File: config.mk
export PLATFORM = sky130hd
export DESIGN_NAME = median_divider_voltage_scaler
export DESIGN_NICKNAME = d
export VERILOG_FILES = /design/src/design/mdvs_pkg.sv /design/src/design/mdvs_cell.sv /design/src/design/mdvs_divider.sv /design/src/design/median_divider_voltage_scaler.sv
export SDC_FILE = /design/constraint.sdc
export NUM_CORES = 2
export LEC_CHECK = 0
export ABC_AREA = 0
export BUFFER_PORTS_ARGS = -buffer_cell sky130_fd_sc_hd__buf_2
export CORE_MARGIN = 1.5
export CORE_UTILIZATION = 65
export DETAILED_ROUTE_END_ITERATION = 6
export PLACE_DENSITY = 0.84
export SLEW_MARGIN = 20
export SYNTH_ARGS = -nofsm -noshare
export SYNTH_HDL_FRONTEND = slang
export SYNTH_SLANG_ARGS = --single-unit
File: constraint.sdc
create_clock -name clk_i -period 11.9 [get_ports clk_i]
set_clock_uncertainty 0.15 [all_clocks]
set_input_delay 2.38 -clock clk_i [delete_from_list [all_inputs] [get_ports clk_i]]
set_output_delay 2.38 -clock clk_i [all_outputs]
set_load 0.01 [all_outputs]
File: src/design/mdvs_pkg.sv
// ----------------------------------------------------------------------------
// mdvs_pkg
// Shared widths, register indexes and divider handshake types for the
// median divider voltage scaler.
// ----------------------------------------------------------------------------
package mdvs_pkg;

  localparam int unsigned SAMPLE_W   = 12;
  localparam int unsigned OHM_W      = 20;
  localparam int unsigned CAL_W      = 16;
  localparam int unsigned PACK_W     = 16;
  localparam int unsigned CFG_IDX_W  = 3;
  localparam int unsigned CFG_DATA_W = 20;

  localparam int unsigned SUM_W   = OHM_W + 1;             // top + bottom
  localparam int unsigned PROD1_W = SAMPLE_W + SUM_W;      // pin * (top + bottom)
  localparam int unsigned DIV_DW  = PROD1_W + CAL_W;       // widest dividend
  localparam int unsigned DIV_VW  = OHM_W;                 // widest divisor
  localparam int unsigned DIV_CW  = $clog2(DIV_DW);

  localparam logic [PACK_W-1:0] PACK_MAX = 16'hFFFF;

  localparam logic [CFG_IDX_W-1:0] REG_SENSE_READY = 3'd0;
  localparam logic [CFG_IDX_W-1:0] REG_DIV_TOP     = 3'd1;
  localparam logic [CFG_IDX_W-1:0] REG_DIV_BOTTOM  = 3'd2;
  localparam logic [CFG_IDX_W-1:0] REG_CAL_NUM     = 3'd3;
  localparam logic [CFG_IDX_W-1:0] REG_CAL_DEN     = 3'd4;

  localparam logic [OHM_W-1:0] DIV_TOP_RST    = 20'd100000;
  localparam logic [OHM_W-1:0] DIV_BOTTOM_RST = 20'd20000;
  localparam logic [CAL_W-1:0] CAL_NUM_RST    = 16'd1;
  localparam logic [CAL_W-1:0] CAL_DEN_RST    = 16'd1;

  typedef struct packed {
    logic              start;
    logic [DIV_DW-1:0] dividend;
    logic [DIV_VW-1:0] divisor;
  } div_req_t;

  typedef struct packed {
    logic              done;
    logic [DIV_DW-1:0] quotient;
  } div_rsp_t;

endpackage

File: src/design/mdvs_cell.sv
// ----------------------------------------------------------------------------
// mdvs_cell
// One slot of the sorted sample chain. On insert it takes its left
// neighbor's value, the new sample, or keeps its own.
// ----------------------------------------------------------------------------
module mdvs_cell (
  input  logic                          clk_i,
  input  logic                          ins_i,
  input  logic                          occ_i,
  input  logic [mdvs_pkg::SAMPLE_W-1:0] sample_i,
  input  logic                          prev_gt_i,
  input  logic [mdvs_pkg::SAMPLE_W-1:0] prev_val_i,
  output logic [mdvs_pkg::SAMPLE_W-1:0] val_o,
  output logic                          gt_o
);
  import mdvs_pkg::*;

  logic [SAMPLE_W-1:0] val_q, val_d;

  // empty slot acts as +inf
  assign gt_o  = !occ_i || (val_q > sample_i);
  assign val_o = val_q;

  always_comb begin
    val_d = val_q;
    if (ins_i) begin
      if (prev_gt_i) begin
        val_d = prev_val_i;
      end else if (gt_o) begin
        val_d = sample_i;
      end
    end
  end

  always_ff @(posedge clk_i) begin
    val_q <= val_d;
  end

endmodule

File: src/design/mdvs_divider.sv
// ----------------------------------------------------------------------------
// mdvs_divider
// Bit-serial restoring divider, one quotient bit per cycle, shared by both
// scaling steps.
// ----------------------------------------------------------------------------
module mdvs_divider (
  input  logic               clk_i,
  input  logic               rst_ni,
  input  mdvs_pkg::div_req_t req_i,
  output mdvs_pkg::div_rsp_t rsp_o
);
  import mdvs_pkg::*;

  logic              run_q, run_d;
  logic              done_q, done_d;
  logic [DIV_CW-1:0] cnt_q, cnt_d;
  logic [DIV_VW-1:0] rem_q, rem_d;
  logic [DIV_DW-1:0] quo_q, quo_d;
  logic [DIV_VW-1:0] dvs_q, dvs_d;

  logic [DIV_VW:0]   trial;
  logic [DIV_VW:0]   diff;
  logic              ge;

  assign trial = {rem_q, quo_q[DIV_DW-1]};
  assign ge    = trial >= {1'b0, dvs_q};
  assign diff  = trial - {1'b0, dvs_q};

  always_comb begin
    run_d  = run_q;
    done_d = 1'b0;
    cnt_d  = cnt_q;
    rem_d  = rem_q;
    quo_d  = quo_q;
    dvs_d  = dvs_q;
    if (req_i.start) begin
      run_d = 1'b1;
      cnt_d = '0;
      rem_d = '0;
      quo_d = req_i.dividend;
      dvs_d = req_i.divisor;
    end else if (run_q) begin
      rem_d = ge ? diff[DIV_VW-1:0] : trial[DIV_VW-1:0];
      quo_d = {quo_q[DIV_DW-2:0], ge};
      cnt_d = cnt_q + 1'b1;
      if (cnt_q == DIV_CW'(DIV_DW - 1)) begin
        run_d  = 1'b0;
        done_d = 1'b1;
      end
    end
  end

  always_ff @(posedge clk_i or negedge rst_ni) begin
    if (!rst_ni) begin
      run_q  <= 1'b0;
      done_q <= 1'b0;
      cnt_q  <= '0;
    end else begin
      run_q  <= run_d;
      done_q <= done_d;
      cnt_q  <= cnt_d;
    end
  end

  always_ff @(posedge clk_i) begin
    rem_q <= rem_d;
    quo_q <= quo_d;
    dvs_q <= dvs_d;
  end

  assign rsp_o.done     = done_q;
  assign rsp_o.quotient = quo_q;

endmodule

File: src/design/median_divider_voltage_scaler.sv
// ----------------------------------------------------------------------------
// median_divider_voltage_scaler
// Sorted insertion chain of sample cells; each full window takes the median,
// scales it by (top+bottom)/bottom and cal_num/cal_den, clamps to 16 bits.
// ----------------------------------------------------------------------------
//  channel  | signals                                | handshake
//  ---------+----------------------------------------+-------------------------
//  sample   | start_i, busy_o, sample_mv_i           | start_i && !busy_o
//  result   | done_o, pack_mv_o, clamped_o           | done_o, one cycle
//  config   | cfg_we_i, cfg_idx_i, cfg_wdata_i       | cfg_we_i
//
//  A sample that does not close the window is inserted as it is accepted; busy_o
//  stays low. A word when not ready comes out the next cycle as zero.
//  The sample closing the window keeps busy_o high through the median, two
//  operand loads and two passes of the shared bit-serial divider, each a
//  quotient step per dividend bit plus done; the word shows as busy_o drops.
//  With a zero divisor busy_o is high one cycle and the word follows.
//  Reset clears the window count and loads the register reset values.
//  The receiver cannot stall; each result word is shown for one cycle.
// ----------------------------------------------------------------------------
module median_divider_voltage_scaler #(
  parameter int unsigned WINDOW_SAMPLES = 32
) (
  input  logic                            clk_i,
  input  logic                            rst_ni,
  input  logic                            start_i,
  output logic                            busy_o,
  input  logic [mdvs_pkg::SAMPLE_W-1:0]   sample_mv_i,
  output logic                            done_o,
  output logic [mdvs_pkg::PACK_W-1:0]     pack_mv_o,
  output logic                            clamped_o,
  input  logic                            cfg_we_i,
  input  logic [mdvs_pkg::CFG_IDX_W-1:0]  cfg_idx_i,
  input  logic [mdvs_pkg::CFG_DATA_W-1:0] cfg_wdata_i
);
  import mdvs_pkg::*;

  localparam int unsigned CNT_W  = $clog2(WINDOW_SAMPLES + 1);
  localparam int unsigned MID_LO = WINDOW_SAMPLES / 2 - 1;
  localparam int unsigned MID_HI = WINDOW_SAMPLES / 2;

  localparam logic [2:0] ST_IDLE = 3'd0;
  localparam logic [2:0] ST_MED  = 3'd1;
  localparam logic [2:0] ST_MUL1 = 3'd2;
  localparam logic [2:0] ST_DIV1 = 3'd3;
  localparam logic [2:0] ST_MUL2 = 3'd4;
  localparam logic [2:0] ST_DIV2 = 3'd5;

  logic             ready_q;
  logic [OHM_W-1:0] top_q;
  logic [OHM_W-1:0] bot_q;
  logic [CAL_W-1:0] num_q;
  logic [CAL_W-1:0] den_q;

  logic [2:0]        state_q, state_d;
  logic [CNT_W-1:0]  count_q, count_d;
  logic              done_q, done_d;
  logic [PACK_W-1:0] pack_q, pack_d;
  logic              clamped_q, clamped_d;
  logic [SAMPLE_W-1:0] pin_q, pin_d;

  logic accept;
  logic insert;

  logic [SAMPLE_W-1:0] val_w [WINDOW_SAMPLES];
  logic                gt_w  [WINDOW_SAMPLES];

  logic [SUM_W-1:0]   ohm_sum;
  logic [PROD1_W-1:0] prod1;
  logic [DIV_DW-1:0]  prod2;
  logic [SAMPLE_W:0]  mid_sum;

  div_req_t div_req;
  div_rsp_t div_rsp;

  assign accept = start_i && !busy_o;
  assign insert = accept && ready_q;

  // config registers
  always_ff @(posedge clk_i or negedge rst_ni) begin
    if (!rst_ni) begin
      ready_q <= 1'b0;
      top_q   <= DIV_TOP_RST;
      bot_q   <= DIV_BOTTOM_RST;
      num_q   <= CAL_NUM_RST;
      den_q   <= CAL_DEN_RST;
    end else if (cfg_we_i) begin
      case (cfg_idx_i)
        REG_SENSE_READY: ready_q <= cfg_wdata_i[0];
        REG_DIV_TOP:     top_q   <= cfg_wdata_i[OHM_W-1:0];
        REG_DIV_BOTTOM:  bot_q   <= cfg_wdata_i[OHM_W-1:0];
        REG_CAL_NUM:     num_q   <= cfg_wdata_i[CAL_W-1:0];
        REG_CAL_DEN:     den_q   <= cfg_wdata_i[CAL_W-1:0];
        default: ;
      endcase
    end
  end

  // sorted chain
  for (genvar i = 0; i < WINDOW_SAMPLES; i++) begin : g_cell
    logic                occ;
    logic                prev_gt;
    logic [SAMPLE_W-1:0] prev_val;

    assign occ = CNT_W'(i) < count_q;
    if (i == 0) begin : g_head
      assign prev_gt  = 1'b0;
      assign prev_val = '0;
    end else begin : g_body
      assign prev_gt  = gt_w[i-1];
      assign prev_val = val_w[i-1];
    end

    mdvs_cell u_cell (
      .clk_i      (clk_i),
      .ins_i      (insert),
      .occ_i      (occ),
      .sample_i   (sample_mv_i),
      .prev_gt_i  (prev_gt),
      .prev_val_i (prev_val),
      .val_o      (val_w[i]),
      .gt_o       (gt_w[i])
    );
  end

  assign mid_sum = {1'b0, val_w[MID_LO]} + {1'b0, val_w[MID_HI]};
  assign ohm_sum = {1'b0, top_q} + {1'b0, bot_q};
  assign prod1   = PROD1_W'(pin_q) * PROD1_W'(ohm_sum);
  assign prod2   = DIV_DW'(div_rsp.quotient[PROD1_W-1:0]) * DIV_DW'(num_q);

  always_comb begin
    state_d   = state_q;
    count_d   = count_q;
    done_d    = 1'b0;
    pack_d    = pack_q;
    clamped_d = clamped_q;
    pin_d     = pin_q;
    div_req   = '0;
    case (state_q)
      ST_IDLE: begin
        if (accept) begin
          if (!ready_q) begin
            done_d    = 1'b1;
            pack_d    = '0;
            clamped_d = 1'b0;
          end else if (count_q == CNT_W'(WINDOW_SAMPLES - 1)) begin
            count_d = '0;
            state_d = ST_MED;
          end else begin
            count_d = count_q + 1'b1;
          end
        end
      end
      ST_MED: begin
        pin_d = mid_sum[SAMPLE_W:1];
        if (bot_q == '0 || den_q == '0) begin
          done_d    = 1'b1;
          pack_d    = PACK_MAX;
          clamped_d = 1'b1;
          state_d   = ST_IDLE;
        end else begin
          state_d = ST_MUL1;
        end
      end
      ST_MUL1: begin
        div_req.start    = 1'b1;
        div_req.dividend = DIV_DW'(prod1);
        div_req.divisor  = bot_q;
        state_d          = ST_DIV1;
      end
      ST_DIV1: begin
        if (div_rsp.done) begin
          state_d = ST_MUL2;
        end
      end
      ST_MUL2: begin
        div_req.start    = 1'b1;
        div_req.dividend = prod2;
        div_req.divisor  = DIV_VW'(den_q);
        state_d          = ST_DIV2;
      end
      ST_DIV2: begin
        if (div_rsp.done) begin
          done_d  = 1'b1;
          state_d = ST_IDLE;
          if (|div_rsp.quotient[DIV_DW-1:PACK_W]) begin
            pack_d    = PACK_MAX;
            clamped_d = 1'b1;
          end else begin
            pack_d    = div_rsp.quotient[PACK_W-1:0];
            clamped_d = 1'b0;
          end
        end
      end
      default: state_d = ST_IDLE;
    endcase
  end

  mdvs_divider u_div (
    .clk_i  (clk_i),
    .rst_ni (rst_ni),
    .req_i  (div_req),
    .rsp_o  (div_rsp)
  );

  always_ff @(posedge clk_i or negedge rst_ni) begin
    if (!rst_ni) begin
      state_q <= ST_IDLE;
      count_q <= '0;
      done_q  <= 1'b0;
    end else begin
      state_q <= state_d;
      count_q <= count_d;
      done_q  <= done_d;
    end
  end

  always_ff @(posedge clk_i) begin
    pack_q    <= pack_d;
    clamped_q <= clamped_d;
    pin_q     <= pin_d;
  end

  assign busy_o    = state_q != ST_IDLE;
  assign done_o    = done_q;
  assign pack_mv_o = pack_q;
  assign clamped_o = clamped_q;

  a_not_ready_zero : assert property (@(posedge clk_i) disable iff (!rst_ni)
    (accept && !ready_q) |=> (done_o && pack_mv_o == '0 && !clamped_o))
    else $error("not-ready word did not give a zero result");

  a_count_range : assert property (@(posedge clk_i) disable iff (!rst_ni)
    count_q < CNT_W'(WINDOW_SAMPLES))
    else $error("window count overran the window");

  a_div_done_state : assert property (@(posedge clk_i) disable iff (!rst_ni)
    div_rsp.done |-> (state_q == ST_DIV1 || state_q == ST_DIV2))
    else $error("divider finished outside a divide step");

  a_clamp_value : assert property (@(posedge clk_i) disable iff (!rst_ni)
    (done_o && clamped_o) |-> pack_mv_o == PACK_MAX)
    else $error("clamped word not at full scale");

endmodule
==> summary.txt <==
Outcome
  – Failing checks: DRC
  – Status: finished, violations left

STA
  – Final setup fails: 0
  – Slew @ Worst Pin: 1.185 ns
  – Fin Setup TNS: 0 ns
  – Final Cycle Share: 0.7528
  – Unrepaired setup endpoints after global routing: no
  – Relative slew margins: 0.2073
  – Max frequency: 0.1116 GHz
  – Final hold violation count: 0
  – Fin crit period: 8.958 ns
  – Fin. max-slew vios: 0

Clocking
  – TritonCTS clock tree: done
  – CTS Buffer Depth: 3
  – Root Driver: clkbuf_16
  – CTS HTree Levels: 2
  – Clock transition at path regs: 0.06 ns
  – CTS Buf Count: 45
  – Hold buffer count at CTS: 0
  – Clock sink count: 413
  – Post-CTS Repair Setup Buffers: 0
  – Post-CTS Resized: 0
  – Later-pin clock latency in the skew report: 0.59 ns

Synthesis
  – Post-synth ARST share: 0.2203
  – Mapped Cells: 4,794
  – Yosys warning total: 0
  – Syn Nets: 5,909
  – Synth Area per Inst: 10.04 µm²
  – Sequential area share after synthesis: 0.2443
  – Distinct cells, synth: 72
  – Area of the mapped netlist: 0.04814 mm²
  – Post-synth EDFFs: 302
  – Commonest register cell after synthesis: edfxtp_1
  – Flops & latches, synth: 413

Setup path
  – Critical path peak fanout: 12
  – Critical path's slowest cell: xor2_1
  – Crit-path most repeated cell: fa_1
  – Crit path capture type: flop
  – Critical path class: reg2reg
  – Max incr delay on CP: 0.93 ns
  – CP required: 12.08 ns
  – Crit start category: flop
  – CP Buf/Inv Count: 4
  – Delay-heaviest family, CP: adder cells
  – Critical path arrival: 9.14 ns

Global route
  – First-pass GRT wire length: 194.2 mm
  – Largest net degree at the start of global routing: 64
  – GRT Util Overall: 0.3250
  – Initial antenna violation count: 1
  – Vias in the first global route: 37.49k
  – Total gr overflow: 0

Cells and area
  – Nets: 5,825
  – Post-synthesis to final-layout area growth: 5.575%
  – Ant. Diodes: 0
  – Fillers: 5,176
  – Commonest cells after routing, fill and taps aside: 679 x inv_1, 652 x nand2_1, 625 x fa_1, 451 x ha_1, 302 x edfxtp_1
  – Storage cell area: 0.01176 mm²
  – Layout cells sized above 1: 0.1064
  – Most common cell after layout, fill and taps aside: inv_1
  – Area of the multi-input gates: 0.03297 mm²

Hold path
  – Type of the tightest min-delay check: reg2reg

Detailed routing
  – WL final: 118.9 mm
  – Drt pass-1 iters: 7
  – Drt via density: 6.234
  – ANT nets after route: 0
  – Vias: 35.57k
  – DRC Markers: 12
  – 1st-iter DRT viols: 3,021
  – WL/cell: 20.84 µm

Placement
  – Post-DP HPWL: 86.66 mm
  – Routability congestion estimate: 0.9390
  – PortBufs: 57

Floorplanning
  – Die Area: 0.07570 mm²
  – Die extent in x: 275.1 µm
  – Row Count: 99
  – Initial core utilization: 0.6587
  – Core area: 0.07308 mm²
  – Die height: 275.1 µm
  – Num ports: 58

Flow run
  – Max Cap Viol: 0
==> Yosys cell counts, types with 42 or more instances <==
master / n / area (µm²)
inv_1: 680 / 2552
nand2_1: 653 / 2451
fa_1: 625 / 12510
ha_1: 451 / 5643
edfxtp_1: 302 / 9069
mux2_2: 259 / 2917
clkbuf_1: 246 / 923.4
and2_1: 222 / 1389
a21oi_1: 178 / 890.9
a21o_1: 125 / 938.4
nor2_1: 125 / 469.2
o21ai_0: 119 / 595.6
dfrtp_1: 78 / 1952
nand4_1: 73 / 456.7
xnor2_1: 62 / 543.0
nor3_1: 47 / 235.2
xor2_1: 42 / 367.9
==> final timing paths <==
path                                  from              end  slack (ns)  cells past startpoint
hold / removal             u_div.rem_q[19]  u_div.rem_q[19]        0.34                      2
setup / recovery                  bot_q[0]  u_div.quo_q[28]        2.94                     30
setup reg to reg                  bot_q[0]  u_div.quo_q[28]        2.94                     30
max in group asynchronous           rst_ni         bot_q[7]        8.84                      2
hold reg to reg            u_div.rem_q[19]  u_div.rem_q[19]        0.34                      2
min in group asynchronous           rst_ni         num_q[5]        1.59                      1
==> layout make-up <==
| cell class | instances | share of cell area |
|---|---|---|
| clock buffer | 66 | 0.02634 |
| clock inverter | 18 | 0.004407 |
| inverter | 681 | 0.05030 |
| multi-input combinational | 3448 | 0.6488 |
| sequential | 413 | 0.2314 |
| tap | 959 | 0.02361 |
| timing repair buffer | 121 | 0.01512 |
==> cell families (layout without fill, tap and decap cells) <==
| group | after synthesis | count (layout) | share of synthesized area |
|---|---|---|---|
| AO/OA/AOI/OAI | 669 | 669 | 0.09177 |
| adder cells (fa/ha/maj) | 1076 | 1076 | 0.3771 |
| multiplexers | 279 | 279 | 0.06474 |
| buffers and inverters | 933 | 886 | 0.07285 |
| AND/OR/NAND/NOR | 1320 | 1320 | 0.1302 |
| XOR/XNOR | 104 | 104 | 0.01892 |
| flip-flops | 413 | 413 | 0.2443 |
==> worst register-to-register path, delay by kind of cell, from the launching register on <==
family,cells,cell delay (ns)
adder cells (fa/ha/maj),8,3.56
buffers and inverters,4,0.20
AND/OR/NAND/NOR,3,0.45
XOR/XNOR,2,1.07
AO/OA/AOI/OAI,13,2.88
flip-flops,1,0.38
==> per-stage QoR <==
step	cells	setup slack, ns	hold WS, ns	utilization	cell area, µm²
after floorplan	4794	4.209	0.3092	-	48140
after global placement	5621	3.246	0.3261	0.6728	49170
after detailed placement	5621	3.064	0.3350	0.6729	49180
after CTS	5705	3.014	0.3416	0.6943	50740
after global routing	5706	2.419	0.3542	0.6954	50820
final	5706	2.942	0.3444	0.6954	50820
==> state kept, by name, indices dropped and copies added, names as in the netlist, 16 cells and up <==
signal,cells
bot_q,20
den_q,16
g_cell.u_cell.val_o,204
num_q,16
pack_mv_o,16
top_q,20
u_div.dvs_q,20
u_div.quo_q,49
u_div.rem_q,20
==> metal layers <==
metal / global-route usage / routed length (µm) / up-vias
met5: 0 / 0 / -
met4: 0.1283 / 4974 / 0
met3: 0.05857 / 11030 / 356
met2: 0.5401 / 56850 / 1685
met1: 0.4241 / 46060 / 17810
li1: - / - / 15720
Power is left out: the tool's default activity adds up to more than one toggle a clock period on the data nets, which glitch-free logic cannot reach.
